$ cat src/design/x86_subset_instruction_decoder_macros.svh
// Assertion macros shared by the decoder modules.
`ifndef X86_SUBSET_INSTRUCTION_DECODER_MACROS_SVH
`define X86_SUBSET_INSTRUCTION_DECODER_MACROS_SVH

// Same-cycle implication, sampled on clk, off during reset.
`define XSID_ASSERT_NOW(name, ante, cons, msg) \
    name: assert property (@(posedge clk) disable iff (!rst_n) (ante) |-> (cons)) \
        else $error(msg);

// Next-cycle implication, sampled on clk, off during reset.
`define XSID_ASSERT_NEXT(name, ante, cons, msg) \
    name: assert property (@(posedge clk) disable iff (!rst_n) (ante) |=> (cons)) \
        else $error(msg);

`endif

$ cat src/design/xsid_pkg.sv
// Types, codes and helper functions of the x86 subset decoder.
package xsid_pkg;

    localparam logic [3:0] MAX_WINDOW = 4'd12;
    localparam logic [3:0] COUNT_SAT  = 4'd15;

    typedef enum logic [5:0] {
        PH_DONE   = 6'b000001,
        PH_PREFIX = 6'b000010,
        PH_REX    = 6'b000100,
        PH_MODRM  = 6'b001000,
        PH_IMM    = 6'b010000,
        PH_ESC    = 6'b100000
    } phase_t;

    localparam logic [3:0] MN_POP     = 4'd0;
    localparam logic [3:0] MN_PUSH    = 4'd1;
    localparam logic [3:0] MN_RET     = 4'd2;
    localparam logic [3:0] MN_RETF    = 4'd3;
    localparam logic [3:0] MN_NOP     = 4'd4;
    localparam logic [3:0] MN_PUSHFQ  = 4'd5;
    localparam logic [3:0] MN_POPFQ   = 4'd6;
    localparam logic [3:0] MN_JMP     = 4'd7;
    localparam logic [3:0] MN_CALL    = 4'd8;
    localparam logic [3:0] MN_MOV     = 4'd9;
    localparam logic [3:0] MN_LEA     = 4'd10;
    localparam logic [3:0] MN_XOR     = 4'd11;
    localparam logic [3:0] MN_AND     = 4'd12;
    localparam logic [3:0] MN_OR      = 4'd13;
    localparam logic [3:0] MN_CMP     = 4'd14;
    localparam logic [3:0] MN_SYSCALL = 4'd15;

    localparam logic [2:0] FM_NONE    = 3'd0;
    localparam logic [2:0] FM_REG     = 3'd1;
    localparam logic [2:0] FM_REG_REG = 3'd2;
    localparam logic [2:0] FM_REG_IMM = 3'd3;
    localparam logic [2:0] FM_IMM     = 3'd4;
    localparam logic [2:0] FM_REG_MEM = 3'd5;

    localparam logic [7:0] OP_RET      = 8'hC3;
    localparam logic [7:0] OP_RETF     = 8'hCB;
    localparam logic [7:0] OP_RET_IMM  = 8'hC2;
    localparam logic [7:0] OP_RETF_IMM = 8'hCA;
    localparam logic [7:0] OP_NOP      = 8'h90;
    localparam logic [7:0] OP_PUSHFQ   = 8'h9C;
    localparam logic [7:0] OP_POPFQ    = 8'h9D;
    localparam logic [7:0] OP_GRP5     = 8'hFF;
    localparam logic [7:0] OP_MOV_ST   = 8'h89;
    localparam logic [7:0] OP_MOV_LD   = 8'h8B;
    localparam logic [7:0] OP_LEA      = 8'h8D;
    localparam logic [7:0] OP_XOR_ST   = 8'h31;
    localparam logic [7:0] OP_XOR_LD   = 8'h33;
    localparam logic [7:0] OP_AND      = 8'h21;
    localparam logic [7:0] OP_OR       = 8'h09;
    localparam logic [7:0] OP_CMP      = 8'h39;
    localparam logic [7:0] OP_ESC      = 8'h0F;
    localparam logic [7:0] OP_SYSCALL2 = 8'h05;

    // upper opcode bits of the register-embedded rows (58..5F, 50..57, B8..BF)
    localparam logic [4:0] OP_POP_ROW     = 5'b01011;
    localparam logic [4:0] OP_PUSH_ROW    = 5'b01010;
    localparam logic [4:0] OP_MOV_IMM_ROW = 5'b10111;
    localparam logic [3:0] REX_ROW        = 4'h4;

    localparam logic [2:0] GRP5_CALL = 3'd2;
    localparam logic [2:0] GRP5_JMP  = 3'd4;
    localparam logic [2:0] GRP5_PUSH = 3'd6;
    localparam logic [1:0] MOD_REG   = 2'b11;

    typedef struct packed {
        logic        decode_ok;
        logic [3:0]  instr_length;
        logic [3:0]  mnemonic;
        logic [2:0]  operand_form;
        logic [3:0]  first_reg;
        logic [3:0]  second_reg;
        logic [31:0] immediate;
        logic        is_return;
    } result_t;

    function automatic logic is_legacy(input logic [7:0] b);
        logic hit;
        case (b)
            8'hF0, 8'hF2, 8'hF3, 8'h2E, 8'h36, 8'h3E,
            8'h26, 8'h64, 8'h65, 8'h66, 8'h67: hit = 1'b1;
            default: hit = 1'b0;
        endcase
        return hit;
    endfunction

    function automatic logic is_rex(input logic [7:0] b);
        return b[7:4] == REX_ROW;
    endfunction

endpackage

$ cat src/design/xsid_if.sv
// Valid/ready channels for code bytes and decode results.
interface xsid_byte_if;
    logic       valid;
    logic       ready;
    logic [7:0] byte_value;
    logic       start_flag;
    logic       window_end;

    modport source (output valid, output byte_value, output start_flag,
                    output window_end, input ready);
    modport sink   (input valid, input byte_value, input start_flag,
                    input window_end, output ready);
endinterface

interface xsid_result_if;
    logic        valid;
    logic        ready;
    logic        decode_ok;
    logic [3:0]  instr_length;
    logic [3:0]  mnemonic;
    logic [2:0]  operand_form;
    logic [3:0]  first_reg;
    logic [3:0]  second_reg;
    logic [31:0] immediate;
    logic        is_return;

    modport source (output valid, output decode_ok, output instr_length,
                    output mnemonic, output operand_form, output first_reg,
                    output second_reg, output immediate, output is_return,
                    input ready);
    modport sink   (input valid, input decode_ok, input instr_length,
                    input mnemonic, input operand_form, input first_reg,
                    input second_reg, input immediate, input is_return,
                    output ready);
endinterface

$ cat src/design/xsid_step.sv
// Per-byte parser: decode state registers and next-state/result logic.
`include "x86_subset_instruction_decoder_macros.svh"

module xsid_step (
    input  logic              clk,
    input  logic              rst_n,
    input  logic              take,
    input  logic [7:0]        byte_value,
    input  logic              start_flag,
    input  logic              window_end,
    output logic              res_valid,
    output xsid_pkg::result_t res
);

    xsid_pkg::phase_t phase_reg, phase_next, phase_cur;
    logic [7:0]  rex_reg, rex_next, rex_cur;
    logic [7:0]  opcode_reg, opcode_next, opcode_cur;
    logic [3:0]  count_reg, count_next, count_cur, count_new;
    logic [31:0] imm_reg, imm_next, imm_cur, imm_new;
    logic [1:0]  idx_reg, idx_next, idx_cur;
    logic [2:0]  idx_inc, needed;
    logic        last, wide;
    logic        do_emit, do_fail, do_more;
    xsid_pkg::phase_t more_ph;
    logic [3:0]  r_op, r_reg, r_rm;
    logic [3:0]  e_mn, e_r1, e_r2;
    logic [2:0]  e_form;
    logic [31:0] e_imm;
    logic        e_ret;

    always_comb
    begin
        phase_cur  = start_flag ? xsid_pkg::PH_PREFIX : phase_reg;
        rex_cur    = start_flag ? 8'd0 : rex_reg;
        opcode_cur = start_flag ? 8'd0 : opcode_reg;
        count_cur  = start_flag ? 4'd0 : count_reg;
        imm_cur    = start_flag ? 32'd0 : imm_reg;
        idx_cur    = start_flag ? 2'd0 : idx_reg;

        count_new = (count_cur < xsid_pkg::COUNT_SAT) ? count_cur + 4'd1 : count_cur;
        last      = window_end || (count_new >= xsid_pkg::MAX_WINDOW);

        r_op  = {rex_cur[0], byte_value[2:0]};
        r_reg = {rex_cur[2], byte_value[5:3]};
        r_rm  = {rex_cur[0], byte_value[2:0]};

        wide    = opcode_cur[7:3] == xsid_pkg::OP_MOV_IMM_ROW;
        needed  = wide ? 3'd4 : 3'd2;
        idx_inc = {1'b0, idx_cur} + 3'd1;
        imm_new = imm_cur | ({24'd0, byte_value} << {idx_cur, 3'b000});

        phase_next  = phase_cur;
        rex_next    = rex_cur;
        opcode_next = opcode_cur;
        count_next  = count_cur;
        imm_next    = imm_cur;
        idx_next    = idx_cur;

        do_emit = 1'b0;
        do_fail = 1'b0;
        do_more = 1'b0;
        more_ph = phase_cur;
        e_mn    = 4'd0;
        e_form  = xsid_pkg::FM_NONE;
        e_r1    = 4'd0;
        e_r2    = 4'd0;
        e_imm   = 32'd0;
        e_ret   = 1'b0;

        if (take && (phase_cur != xsid_pkg::PH_DONE))
        begin
            count_next = count_new;
            case (phase_cur)
                xsid_pkg::PH_PREFIX, xsid_pkg::PH_REX:
                begin
                    if ((phase_cur == xsid_pkg::PH_PREFIX) && xsid_pkg::is_legacy(byte_value))
                    begin
                        do_more = 1'b1;
                        more_ph = xsid_pkg::PH_PREFIX;
                    end
                    else if (xsid_pkg::is_rex(byte_value))
                    begin
                        rex_next = byte_value;
                        do_more  = 1'b1;
                        more_ph  = xsid_pkg::PH_REX;
                    end
                    else
                    begin
                        opcode_next = byte_value;
                        if (byte_value[7:3] == xsid_pkg::OP_POP_ROW)
                        begin
                            do_emit = 1'b1;
                            e_mn    = xsid_pkg::MN_POP;
                            e_form  = xsid_pkg::FM_REG;
                            e_r1    = r_op;
                        end
                        else if (byte_value[7:3] == xsid_pkg::OP_PUSH_ROW)
                        begin
                            do_emit = 1'b1;
                            e_mn    = xsid_pkg::MN_PUSH;
                            e_form  = xsid_pkg::FM_REG;
                            e_r1    = r_op;
                        end
                        else if (byte_value[7:3] == xsid_pkg::OP_MOV_IMM_ROW)
                        begin
                            do_more = 1'b1;
                            more_ph = xsid_pkg::PH_IMM;
                        end
                        else
                        begin
                            case (byte_value)
                                xsid_pkg::OP_RET:
                                begin
                                    do_emit = 1'b1;
                                    e_mn    = xsid_pkg::MN_RET;
                                    e_ret   = 1'b1;
                                end
                                xsid_pkg::OP_RETF:
                                begin
                                    do_emit = 1'b1;
                                    e_mn    = xsid_pkg::MN_RETF;
                                    e_ret   = 1'b1;
                                end
                                xsid_pkg::OP_NOP:
                                begin
                                    do_emit = 1'b1;
                                    e_mn    = xsid_pkg::MN_NOP;
                                end
                                xsid_pkg::OP_PUSHFQ:
                                begin
                                    do_emit = 1'b1;
                                    e_mn    = xsid_pkg::MN_PUSHFQ;
                                end
                                xsid_pkg::OP_POPFQ:
                                begin
                                    do_emit = 1'b1;
                                    e_mn    = xsid_pkg::MN_POPFQ;
                                end
                                xsid_pkg::OP_RET_IMM, xsid_pkg::OP_RETF_IMM:
                                begin
                                    do_more = 1'b1;
                                    more_ph = xsid_pkg::PH_IMM;
                                end
                                xsid_pkg::OP_GRP5, xsid_pkg::OP_MOV_ST,
                                xsid_pkg::OP_MOV_LD, xsid_pkg::OP_LEA,
                                xsid_pkg::OP_XOR_ST, xsid_pkg::OP_XOR_LD,
                                xsid_pkg::OP_AND, xsid_pkg::OP_OR,
                                xsid_pkg::OP_CMP:
                                begin
                                    do_more = 1'b1;
                                    more_ph = xsid_pkg::PH_MODRM;
                                end
                                xsid_pkg::OP_ESC:
                                begin
                                    do_more = 1'b1;
                                    more_ph = xsid_pkg::PH_ESC;
                                end
                                default: do_fail = 1'b1;
                            endcase
                        end
                    end
                end
                xsid_pkg::PH_MODRM:
                begin
                    if (byte_value[7:6] != xsid_pkg::MOD_REG)
                    begin
                        do_fail = 1'b1;
                    end
                    else
                    begin
                        do_emit = 1'b1;
                        e_form  = xsid_pkg::FM_REG_REG;
                        e_r1    = r_rm;
                        e_r2    = r_reg;
                        case (opcode_cur)
                            xsid_pkg::OP_GRP5:
                            begin
                                e_form = xsid_pkg::FM_REG;
                                e_r2   = 4'd0;
                                case (byte_value[5:3])
                                    xsid_pkg::GRP5_JMP:
                                    begin
                                        e_mn  = xsid_pkg::MN_JMP;
                                        e_ret = 1'b1;
                                    end
                                    xsid_pkg::GRP5_CALL: e_mn = xsid_pkg::MN_CALL;
                                    xsid_pkg::GRP5_PUSH: e_mn = xsid_pkg::MN_PUSH;
                                    default:
                                    begin
                                        do_emit = 1'b0;
                                        do_fail = 1'b1;
                                    end
                                endcase
                            end
                            xsid_pkg::OP_MOV_ST: e_mn = xsid_pkg::MN_MOV;
                            xsid_pkg::OP_MOV_LD:
                            begin
                                e_mn = xsid_pkg::MN_MOV;
                                e_r1 = r_reg;
                                e_r2 = r_rm;
                            end
                            xsid_pkg::OP_LEA:
                            begin
                                e_mn   = xsid_pkg::MN_LEA;
                                e_form = xsid_pkg::FM_REG_MEM;
                                e_r1   = r_reg;
                                e_r2   = r_rm;
                            end
                            xsid_pkg::OP_XOR_ST: e_mn = xsid_pkg::MN_XOR;
                            xsid_pkg::OP_XOR_LD:
                            begin
                                e_mn = xsid_pkg::MN_XOR;
                                e_r1 = r_reg;
                                e_r2 = r_rm;
                            end
                            xsid_pkg::OP_AND: e_mn = xsid_pkg::MN_AND;
                            xsid_pkg::OP_OR:  e_mn = xsid_pkg::MN_OR;
                            xsid_pkg::OP_CMP: e_mn = xsid_pkg::MN_CMP;
                            default:
                            begin
                                do_emit = 1'b0;
                                do_fail = 1'b1;
                            end
                        endcase
                    end
                end
                xsid_pkg::PH_IMM:
                begin
                    if (idx_inc < needed)
                    begin
                        imm_next = imm_new;
                        idx_next = idx_inc[1:0];
                        do_more  = 1'b1;
                        more_ph  = xsid_pkg::PH_IMM;
                    end
                    else if (wide)
                    begin
                        do_emit = 1'b1;
                        e_mn    = xsid_pkg::MN_MOV;
                        e_form  = xsid_pkg::FM_REG_IMM;
                        e_r1    = {rex_cur[0], opcode_cur[2:0]};
                        e_imm   = imm_new;
                    end
                    else
                    begin
                        do_emit = 1'b1;
                        e_mn    = (opcode_cur == xsid_pkg::OP_RET_IMM) ?
                                  xsid_pkg::MN_RET : xsid_pkg::MN_RETF;
                        e_form  = xsid_pkg::FM_IMM;
                        e_imm   = {16'd0, imm_new[15:0]};
                        e_ret   = 1'b1;
                    end
                end
                xsid_pkg::PH_ESC:
                begin
                    if (byte_value == xsid_pkg::OP_SYSCALL2)
                    begin
                        do_emit = 1'b1;
                        e_mn    = xsid_pkg::MN_SYSCALL;
                    end
                    else
                    begin
                        do_fail = 1'b1;
                    end
                end
                default: do_fail = 1'b1;
            endcase

            if (do_more)
            begin
                if (last)
                    do_fail = 1'b1;
                else
                    phase_next = more_ph;
            end
            if (do_emit || do_fail)
                phase_next = xsid_pkg::PH_DONE;
        end

        res_valid = do_emit || do_fail;
        res       = '0;
        if (do_emit)
        begin
            res.decode_ok    = 1'b1;
            res.instr_length = count_new;
            res.mnemonic     = e_mn;
            res.operand_form = e_form;
            res.first_reg    = e_r1;
            res.second_reg   = e_r2;
            res.immediate    = e_imm;
            res.is_return    = e_ret;
        end
    end

    always_ff @(posedge clk or negedge rst_n)
    begin
        if (!rst_n)
        begin
            phase_reg  <= xsid_pkg::PH_PREFIX;
            rex_reg    <= 8'd0;
            opcode_reg <= 8'd0;
            count_reg  <= 4'd0;
            imm_reg    <= 32'd0;
            idx_reg    <= 2'd0;
        end
        else if (take)
        begin
            phase_reg  <= phase_next;
            rex_reg    <= rex_next;
            opcode_reg <= opcode_next;
            count_reg  <= count_next;
            imm_reg    <= imm_next;
            idx_reg    <= idx_next;
        end
    end

    `XSID_ASSERT_NEXT(a_result_ends_attempt, res_valid, phase_reg == xsid_pkg::PH_DONE, "result without attempt end")
    `XSID_ASSERT_NOW(a_done_is_quiet, take && !start_flag && phase_reg == xsid_pkg::PH_DONE, !res_valid, "result after attempt end")
    `XSID_ASSERT_NOW(a_fail_is_zero, res_valid && !res.decode_ok, res == '0, "failure result not cleared")

endmodule

$ cat src/design/xsid_outbuf.sv
// Two-entry result buffer: output register plus skid register.
`include "x86_subset_instruction_decoder_macros.svh"

module xsid_outbuf (
    input  logic              clk,
    input  logic              rst_n,
    input  logic              push,
    input  xsid_pkg::result_t push_data,
    output logic              space,
    output logic              out_valid,
    input  logic              out_ready,
    output xsid_pkg::result_t out_data
);

    logic              main_valid_reg, main_valid_next;
    logic              skid_valid_reg, skid_valid_next;
    xsid_pkg::result_t main_data_reg, main_data_next;
    xsid_pkg::result_t skid_data_reg, skid_data_next;
    logic              pop;

    assign pop       = main_valid_reg && out_ready;
    assign space     = !skid_valid_reg;
    assign out_valid = main_valid_reg;
    assign out_data  = main_data_reg;

    always_comb
    begin
        main_valid_next = main_valid_reg;
        skid_valid_next = skid_valid_reg;
        main_data_next  = main_data_reg;
        skid_data_next  = skid_data_reg;
        if (pop || !main_valid_reg)
        begin
            if (skid_valid_reg)
            begin
                main_valid_next = 1'b1;
                main_data_next  = skid_data_reg;
                skid_valid_next = push;
                skid_data_next  = push_data;
            end
            else
            begin
                main_valid_next = push;
                main_data_next  = push_data;
            end
        end
        else if (push)
        begin
            skid_valid_next = 1'b1;
            skid_data_next  = push_data;
        end
    end

    always_ff @(posedge clk or negedge rst_n)
    begin
        if (!rst_n)
        begin
            main_valid_reg <= 1'b0;
            skid_valid_reg <= 1'b0;
        end
        else
        begin
            main_valid_reg <= main_valid_next;
            skid_valid_reg <= skid_valid_next;
        end
    end

    always_ff @(posedge clk)
    begin
        main_data_reg <= main_data_next;
        skid_data_reg <= skid_data_next;
    end

    `XSID_ASSERT_NOW(a_skid_needs_main, skid_valid_reg, main_valid_reg, "skid entry without output entry")
    `XSID_ASSERT_NOW(a_no_overflow, push, !skid_valid_reg, "request pushed into full buffer")
    `XSID_ASSERT_NEXT(a_held_stays, main_valid_reg && !out_ready, main_valid_reg, "stalled result dropped")

endmodule

$ cat src/design/x86_subset_instruction_decoder.sv
// Top level: byte-stream x86-64 subset decoder with valid/ready channels.
// One code byte is taken per request, one per clock when the result side keeps up;
// each decode attempt yields one registered result after the byte that decides it
// (recognized, unknown or truncated). Results pass through a two-entry output
// buffer, so code.ready stays high while one result waits and drops only when both
// entries are full; per-byte combinational parsing sets the one-byte-per-cycle rate.
module x86_subset_instruction_decoder (
    input  logic          clk,
    input  logic          rst_n,
    xsid_byte_if.sink     code,
    xsid_result_if.source result
);

    logic              take;
    logic              res_valid;
    logic              space;
    xsid_pkg::result_t res;
    xsid_pkg::result_t out_data;

    assign code.ready = space;
    assign take       = code.valid && space;

    xsid_step u_step (
        .clk        (clk),
        .rst_n      (rst_n),
        .take       (take),
        .byte_value (code.byte_value),
        .start_flag (code.start_flag),
        .window_end (code.window_end),
        .res_valid  (res_valid),
        .res        (res)
    );

    xsid_outbuf u_outbuf (
        .clk       (clk),
        .rst_n     (rst_n),
        .push      (res_valid),
        .push_data (res),
        .space     (space),
        .out_valid (result.valid),
        .out_ready (result.ready),
        .out_data  (out_data)
    );

    assign result.decode_ok    = out_data.decode_ok;
    assign result.instr_length = out_data.instr_length;
    assign result.mnemonic     = out_data.mnemonic;
    assign result.operand_form = out_data.operand_form;
    assign result.first_reg    = out_data.first_reg;
    assign result.second_reg   = out_data.second_reg;
    assign result.immediate    = out_data.immediate;
    assign result.is_return    = out_data.is_return;

endmodule
$ cat src/flat_wrapper.sv
// flat-port wrapper written by rule: the top's interface ports become plain ports
module x86_subset_instruction_decoder_flat 
  (clk, rst_n, code_valid, code_byte_value, code_start_flag, code_window_end, code_ready, result_valid, result_decode_ok, result_instr_length, result_mnemonic, result_operand_form, result_first_reg, result_second_reg, result_immediate, result_is_return, result_ready);
  xsid_byte_if code_i ();
  xsid_result_if result_i ();
  input  logic clk;
  input  logic rst_n;
  input wire logic [$bits(code_i.valid)-1:0] code_valid;
  input wire logic [$bits(code_i.byte_value)-1:0] code_byte_value;
  input wire logic [$bits(code_i.start_flag)-1:0] code_start_flag;
  input wire logic [$bits(code_i.window_end)-1:0] code_window_end;
  output wire logic [$bits(code_i.ready)-1:0] code_ready;
  output wire logic [$bits(result_i.valid)-1:0] result_valid;
  output wire logic [$bits(result_i.decode_ok)-1:0] result_decode_ok;
  output wire logic [$bits(result_i.instr_length)-1:0] result_instr_length;
  output wire logic [$bits(result_i.mnemonic)-1:0] result_mnemonic;
  output wire logic [$bits(result_i.operand_form)-1:0] result_operand_form;
  output wire logic [$bits(result_i.first_reg)-1:0] result_first_reg;
  output wire logic [$bits(result_i.second_reg)-1:0] result_second_reg;
  output wire logic [$bits(result_i.immediate)-1:0] result_immediate;
  output wire logic [$bits(result_i.is_return)-1:0] result_is_return;
  input wire logic [$bits(result_i.ready)-1:0] result_ready;
  assign code_i.valid = code_valid;
  assign code_i.byte_value = code_byte_value;
  assign code_i.start_flag = code_start_flag;
  assign code_i.window_end = code_window_end;
  assign code_ready = code_i.ready;
  assign result_valid = result_i.valid;
  assign result_decode_ok = result_i.decode_ok;
  assign result_instr_length = result_i.instr_length;
  assign result_mnemonic = result_i.mnemonic;
  assign result_operand_form = result_i.operand_form;
  assign result_first_reg = result_i.first_reg;
  assign result_second_reg = result_i.second_reg;
  assign result_immediate = result_i.immediate;
  assign result_is_return = result_i.is_return;
  assign result_i.ready = result_ready;
  x86_subset_instruction_decoder u_core (.clk(clk), .rst_n(rst_n), .code(code_i), .result(result_i));
endmodule
$ cat config.mk
export PLATFORM = sky130hd
export DESIGN_NAME = x86_subset_instruction_decoder_flat
export DESIGN_NICKNAME = d
export VERILOG_FILES = /design/src/design/xsid_pkg.sv /design/src/design/xsid_if.sv /design/src/design/xsid_step.sv /design/src/design/xsid_outbuf.sv /design/src/design/x86_subset_instruction_decoder.sv /design/src/flat_wrapper.sv
export VERILOG_INCLUDE_DIRS = /design/src /design/src/design
export SDC_FILE = /design/constraint.sdc
export NUM_CORES = 1
export LEC_CHECK = 0
export BUFFER_PORTS_ARGS = -buffer_cell sky130_fd_sc_hd__buf_2
export CAP_MARGIN = 10
export CORE_UTILIZATION = 25
export CTS_CLUSTER_SIZE = 24
export DETAILED_ROUTE_END_ITERATION = 8
export HOLD_SLACK_MARGIN = 0.12
export MAX_ROUTING_LAYER = met4
export RECOVER_POWER = 100
export SYNTH_ARGS = -nofsm -noshare
export SYNTH_HDL_FRONTEND = slang
export SYNTH_HIERARCHICAL = 1
export SYNTH_SLANG_ARGS = --single-unit
$ cat constraint.sdc
create_clock -name clk -period 4.07 [get_ports clk]
set_input_delay 0.407 -clock clk [delete_from_list [all_inputs] [get_ports clk]]
set_output_delay 0.407 -clock clk [all_outputs]
set_load 0.05 [all_outputs]
==> reports/qor.tcl <==
set qor(synthAdderAreaFrac_pct) 0.608
set qor(postCtsSetupRepairBufs) 0
set qor(min_period_ns) 3.57
set qor(hold_buffers_post_cts) 1
set qor(die_width_microns) 181
set qor(total_instance_count_after_detailed_placement) 1076
set qor(setup-violations-final) 0
set qor(yosys.area_share.xor_xnor_pct) 0.654
set qor(grt_pass1_vias) 5603
set qor(syn-instance-count) 644
set qor(seq_total_area_yosys_pct) 57.1
set qor(vias_after_detailed_routing) 5492
set qor(met3_length_microns) 1040
set qor(detailedRoute.firstIterationViolations) 459
set qor(total_drc_errors_in_the_routed_layout) 0
set qor(detailroute.wirelength.met2_microns) 9180
set qor(die_area_sq_um) 32800
set qor(asyncSetResetFlopFracSynth_pct) 34.6
set qor(crit_required_ns) 4.23
set qor(slew_at_the_pin_with_the_worst_max_slew_slack_ns) 1.96
set qor(finish.net_count) 711
set qor(post_synth_mux_area_share_pct) 9.36
set qor(outcome) {finished, violations left}
set qor(worst_setup_path_type) {register to register}
set qor(clockBufferDepth) 2
set qor(post_synth.cell_area_avg_sq_um) 12.5
set qor(combinational_family_with_the_most_area_after_synthesis) {compound AO/OA/AOI/OAI gates}
set qor(clkLatencyLatePin_ns) 0.43
set qor(final.setup.tns_ns) 0
set qor(final_cells) 1111
set qor(globalplace.congestion) 0.886
set qor(pin_count) 69
set qor(highest-signal-layer) {met4}
set qor(global_route_usage_over_all_layers_pct) 13.0
set qor(finalClockSkew_ns) 0.0120
set qor(fmax_mhz) 280
set qor(clock_tree.root_cell) {sky130_fd_sc_hd__clkbuf_16}
set qor(hold_viol) 0
set qor(synth.ff_latch_count) 162
set qor(postCtsResizedCells) 0
set qor(layout-area-overhead-vs-synth_pct) 12.3
set qor(power.density_cell_area_nw_per_um2) 550
set qor(detailedRoute.firstPassIterationCount) 4
set qor(post_synth_instance_area_sq_um) 8030
set qor(simple_gate_area_share_of_the_yosys_netlist_pct) 12.6
set qor(drive_gt1_share_pct) 13.3
set qor(critical_path.max_fanout) 21
set qor(grt_first_pass_wirelength_microns) 32400
set qor(failed_checks) {capacitance limit, slew limit}
set qor(die_h_microns) 181
set qor(synthFlopType) {sky130_fd_sc_hd__edfxtp_1}
set qor(timing.final.max_slew_violations) 71
set qor(cts_made_buffers) 17
set qor(avgRoutedWirePerCell_microns) 18.2
set qor(dp.final_hpwl_microns) 13400
set qor(maxCapViolCount) 2
set qor(cts.sink_count) 162
set qor(yosysWarnings) 6
set qor(met1_length_microns) 9700
set qor(synth_edf_count) 106
set qor(rows) 65
set qor(hp-class) {input port to register}
set qor(grt_max_degree) 57
set qor(cts_tree) {yes}
set qor(timing.max_slew.rel_slack_pct) -30.6
set qor(portBuffers) 68
set qor(synthDistinctLibCells) 76
set qor(global_route.overflow_total) 0
set qor(start_util_pct) 25.5
set qor(initial_antenna_violation_count) 2
set qor(share_of_the_synthesized_area_in_compound_gates_ao_oa_aoi_oai_pct) 15.6
set qor(worstSetupEndpointType) {register}
set qor(layout.core_utilization_pct) 28.6
set qor(syn-num-nets) 661
set qor(startpoint_type) {register}
set qor(drt-vias-per-instance) 4.94
set qor(route.antenna.remaining_nets) 0
set qor(clock_pin_slew_of_the_registers_on_the_worst_case_setup_and_hold_paths_ns) 0.07
set qor(crit_path_dat_ns) 3.74
set qor(worst_ir_drop_vdd_uv) 272
set qor(h-tree-depth) 4
set qor(route.final.wire_length_microns) 20300
set qor(final_min_period_over_clock_period_pct) 87.8
set qor(core_sq_um) 31600
set qor(grt_setup_unrepaired) {false}
set qor(power_leakage_uw) 0.00334
-- cell usage in the layout (no fill, tap or decap), types with 4 or more instances in the layout --
master and count:
sky130_fd_sc_hd__xnor2_1 5, sky130_fd_sc_hd__clkbuf_1 64, sky130_fd_sc_hd__nand2b_1 7, sky130_fd_sc_hd__nor4_1 8
sky130_fd_sc_hd__a21oi_1 17, sky130_fd_sc_hd__nor3b_1 7, sky130_fd_sc_hd__a31oi_1 5, sky130_fd_sc_hd__clkbuf_16 17
sky130_fd_sc_hd__buf_4 10, sky130_fd_sc_hd__dfrtp_1 54, sky130_fd_sc_hd__nor3_1 17, sky130_fd_sc_hd__nand4_1 5
sky130_fd_sc_hd__and3_1 7, sky130_fd_sc_hd__a22o_1 43, sky130_fd_sc_hd__buf_2 12, sky130_fd_sc_hd__mux2_1 26
sky130_fd_sc_hd__nor4b_1 4, sky130_fd_sc_hd__or3_1 4, sky130_fd_sc_hd__nand3_1 7, sky130_fd_sc_hd__nand2_1 32
sky130_fd_sc_hd__nor2b_1 12, sky130_fd_sc_hd__nor2_1 54, sky130_fd_sc_hd__a22oi_1 36, sky130_fd_sc_hd__o211ai_1 5
sky130_fd_sc_hd__and2_0 4, sky130_fd_sc_hd__o21ai_0 12, sky130_fd_sc_hd__edfxtp_1 106, sky130_fd_sc_hd__mux2_2 29
sky130_fd_sc_hd__inv_1 20
-- power breakdown --
part / internal, uW / switching [uW] / leakage [uW]
sequential: 2110 / 154 / 0.00185
clock: 788 / 664 / 0.000246
combinational: 284 / 966 / 0.00125
-- logic make-up after synthesis --
group,count (synthesis)
AND/OR/NAND/NOR,183
flip-flops,162
AO/OA/AOI/OAI,159
multiplexers,58
XOR/XNOR,6
buffers and inverters,72
adder cells (fa/ha/maj),4
-- metal layers --
| layer | vias up | global-route usage (%) |
|---|---|---|
| met4 | 0 | 5.25 |
| met1 | 2742 | 17.5 |
| li1 | 2572 | - |
| met5 | - | - |
| met3 | 19 | 2.62 |
| met2 | 159 | 19.2 |
-- stage by stage --
| step | setup slack (ns) | total power, uW | hold WS [ns] | area (sq um) |
|---|---|---|---|---|
| after global placement | 0.610 | 3650 | 0.410 | 8750 |
| after CTS | 0.689 | 5130 | 0.350 | 9280 |
| final | 0.498 | 4960 | 0.390 | 9020 |
| after detailed placement | 0.548 | 3660 | 0.422 | 8750 |
| after floorplan | 0.249 | 3300 | 0.111 | 8030 |
| after global routing | 0.258 | 5200 | 0.414 | 9020 |
-- cell type report --
| type | count | area, sq um |
|---|---|---|
| fillers | 3268 | 22500 |
| diodes | 2 | 5.00 |
| clock inverters | 10 | 80.1 |
| well taps | 402 | 503 |
| clock buffers | 22 | 444 |
| inverters | 20 | 75.1 |
| flip-flops and latches | 162 | 4590 |
| multi-input cells | 410 | 2940 |
| repair buffers | 83 | 387 |
-- worst max-delay path: stages, from the launching register on --
cell,delay [ns]
sky130_fd_sc_hd__dfrtp_1,0.61
sky130_fd_sc_hd__nand3_1,0.20
sky130_fd_sc_hd__nor3_1,0.30
sky130_fd_sc_hd__inv_1,0.14
sky130_fd_sc_hd__ha_1,0.23
sky130_fd_sc_hd__o311ai_0,0.76
sky130_fd_sc_hd__a21oi_2,0.16
sky130_fd_sc_hd__a211oi_1,0.21
sky130_fd_sc_hd__buf_4,0.28
sky130_fd_sc_hd__a21oi_1,0.10
sky130_fd_sc_hd__mux2_1,0.30
-- final timing paths --
path,start,end,slack [ns],depth (start not counted)
min in group asynchronous,rst_n,u_core/u_step/imm_reg[4]$_DFFE_PN0P_,0.80,2
setup / recovery,u_core/u_step/opcode_reg[7]$_DFFE_PN0P_,u_core/u_outbuf/out_data[37]$_DFFE_PP_,0.50,10
hold reg to reg,u_core/u_step/imm_reg[23]$_DFFE_PN0P_,u_core/u_step/imm_reg[23]$_DFFE_PN0P_,0.51,1
setup reg to reg,u_core/u_step/opcode_reg[7]$_DFFE_PN0P_,u_core/u_outbuf/out_data[37]$_DFFE_PP_,0.50,10
max in group asynchronous,rst_n,u_core/u_step/imm_reg[29]$_DFFE_PN0P_,0.81,3
hold / removal,code_window_end,u_core/u_step/phase_reg[1]$_DFFE_PN1P_,0.39,4
-- cell usage after synthesis (4+ instances only) --
master	instances	area share, %
sky130_fd_sc_hd__edfxtp_1	106	40
sky130_fd_sc_hd__dfrtp_1	55	17
sky130_fd_sc_hd__nor2_1	54	2.5
sky130_fd_sc_hd__a22o_1	43	4.7
sky130_fd_sc_hd__clkbuf_1	38	1.8
sky130_fd_sc_hd__a22oi_1	36	3.4
sky130_fd_sc_hd__nand2_1	32	1.5
sky130_fd_sc_hd__mux2_2	29	4.1
sky130_fd_sc_hd__mux2_4	27	5.0
sky130_fd_sc_hd__inv_1	20	0.93
sky130_fd_sc_hd__a21oi_1	17	1.1
sky130_fd_sc_hd__nor3_1	15	0.93
sky130_fd_sc_hd__nor2b_1	12	0.93
sky130_fd_sc_hd__o21ai_0	11	0.69
sky130_fd_sc_hd__and3_1	7	0.55
sky130_fd_sc_hd__buf_2	7	0.44
sky130_fd_sc_hd__nand2b_1	7	0.55
sky130_fd_sc_hd__nand3_1	7	0.44
sky130_fd_sc_hd__nor3b_1	7	0.65
sky130_fd_sc_hd__and2_1	6	0.47
sky130_fd_sc_hd__buf_6	6	0.84
sky130_fd_sc_hd__nor4_1	6	0.47
sky130_fd_sc_hd__a31oi_1	5	0.39
sky130_fd_sc_hd__nand4_1	5	0.39
sky130_fd_sc_hd__xnor2_1	5	0.55
sky130_fd_sc_hd__nor4b_1	4	0.44
sky130_fd_sc_hd__o211ai_1	4	0.37
sky130_fd_sc_hd__or3_1	4	0.31
Note: power is estimated with default switching activity, not from simulation.
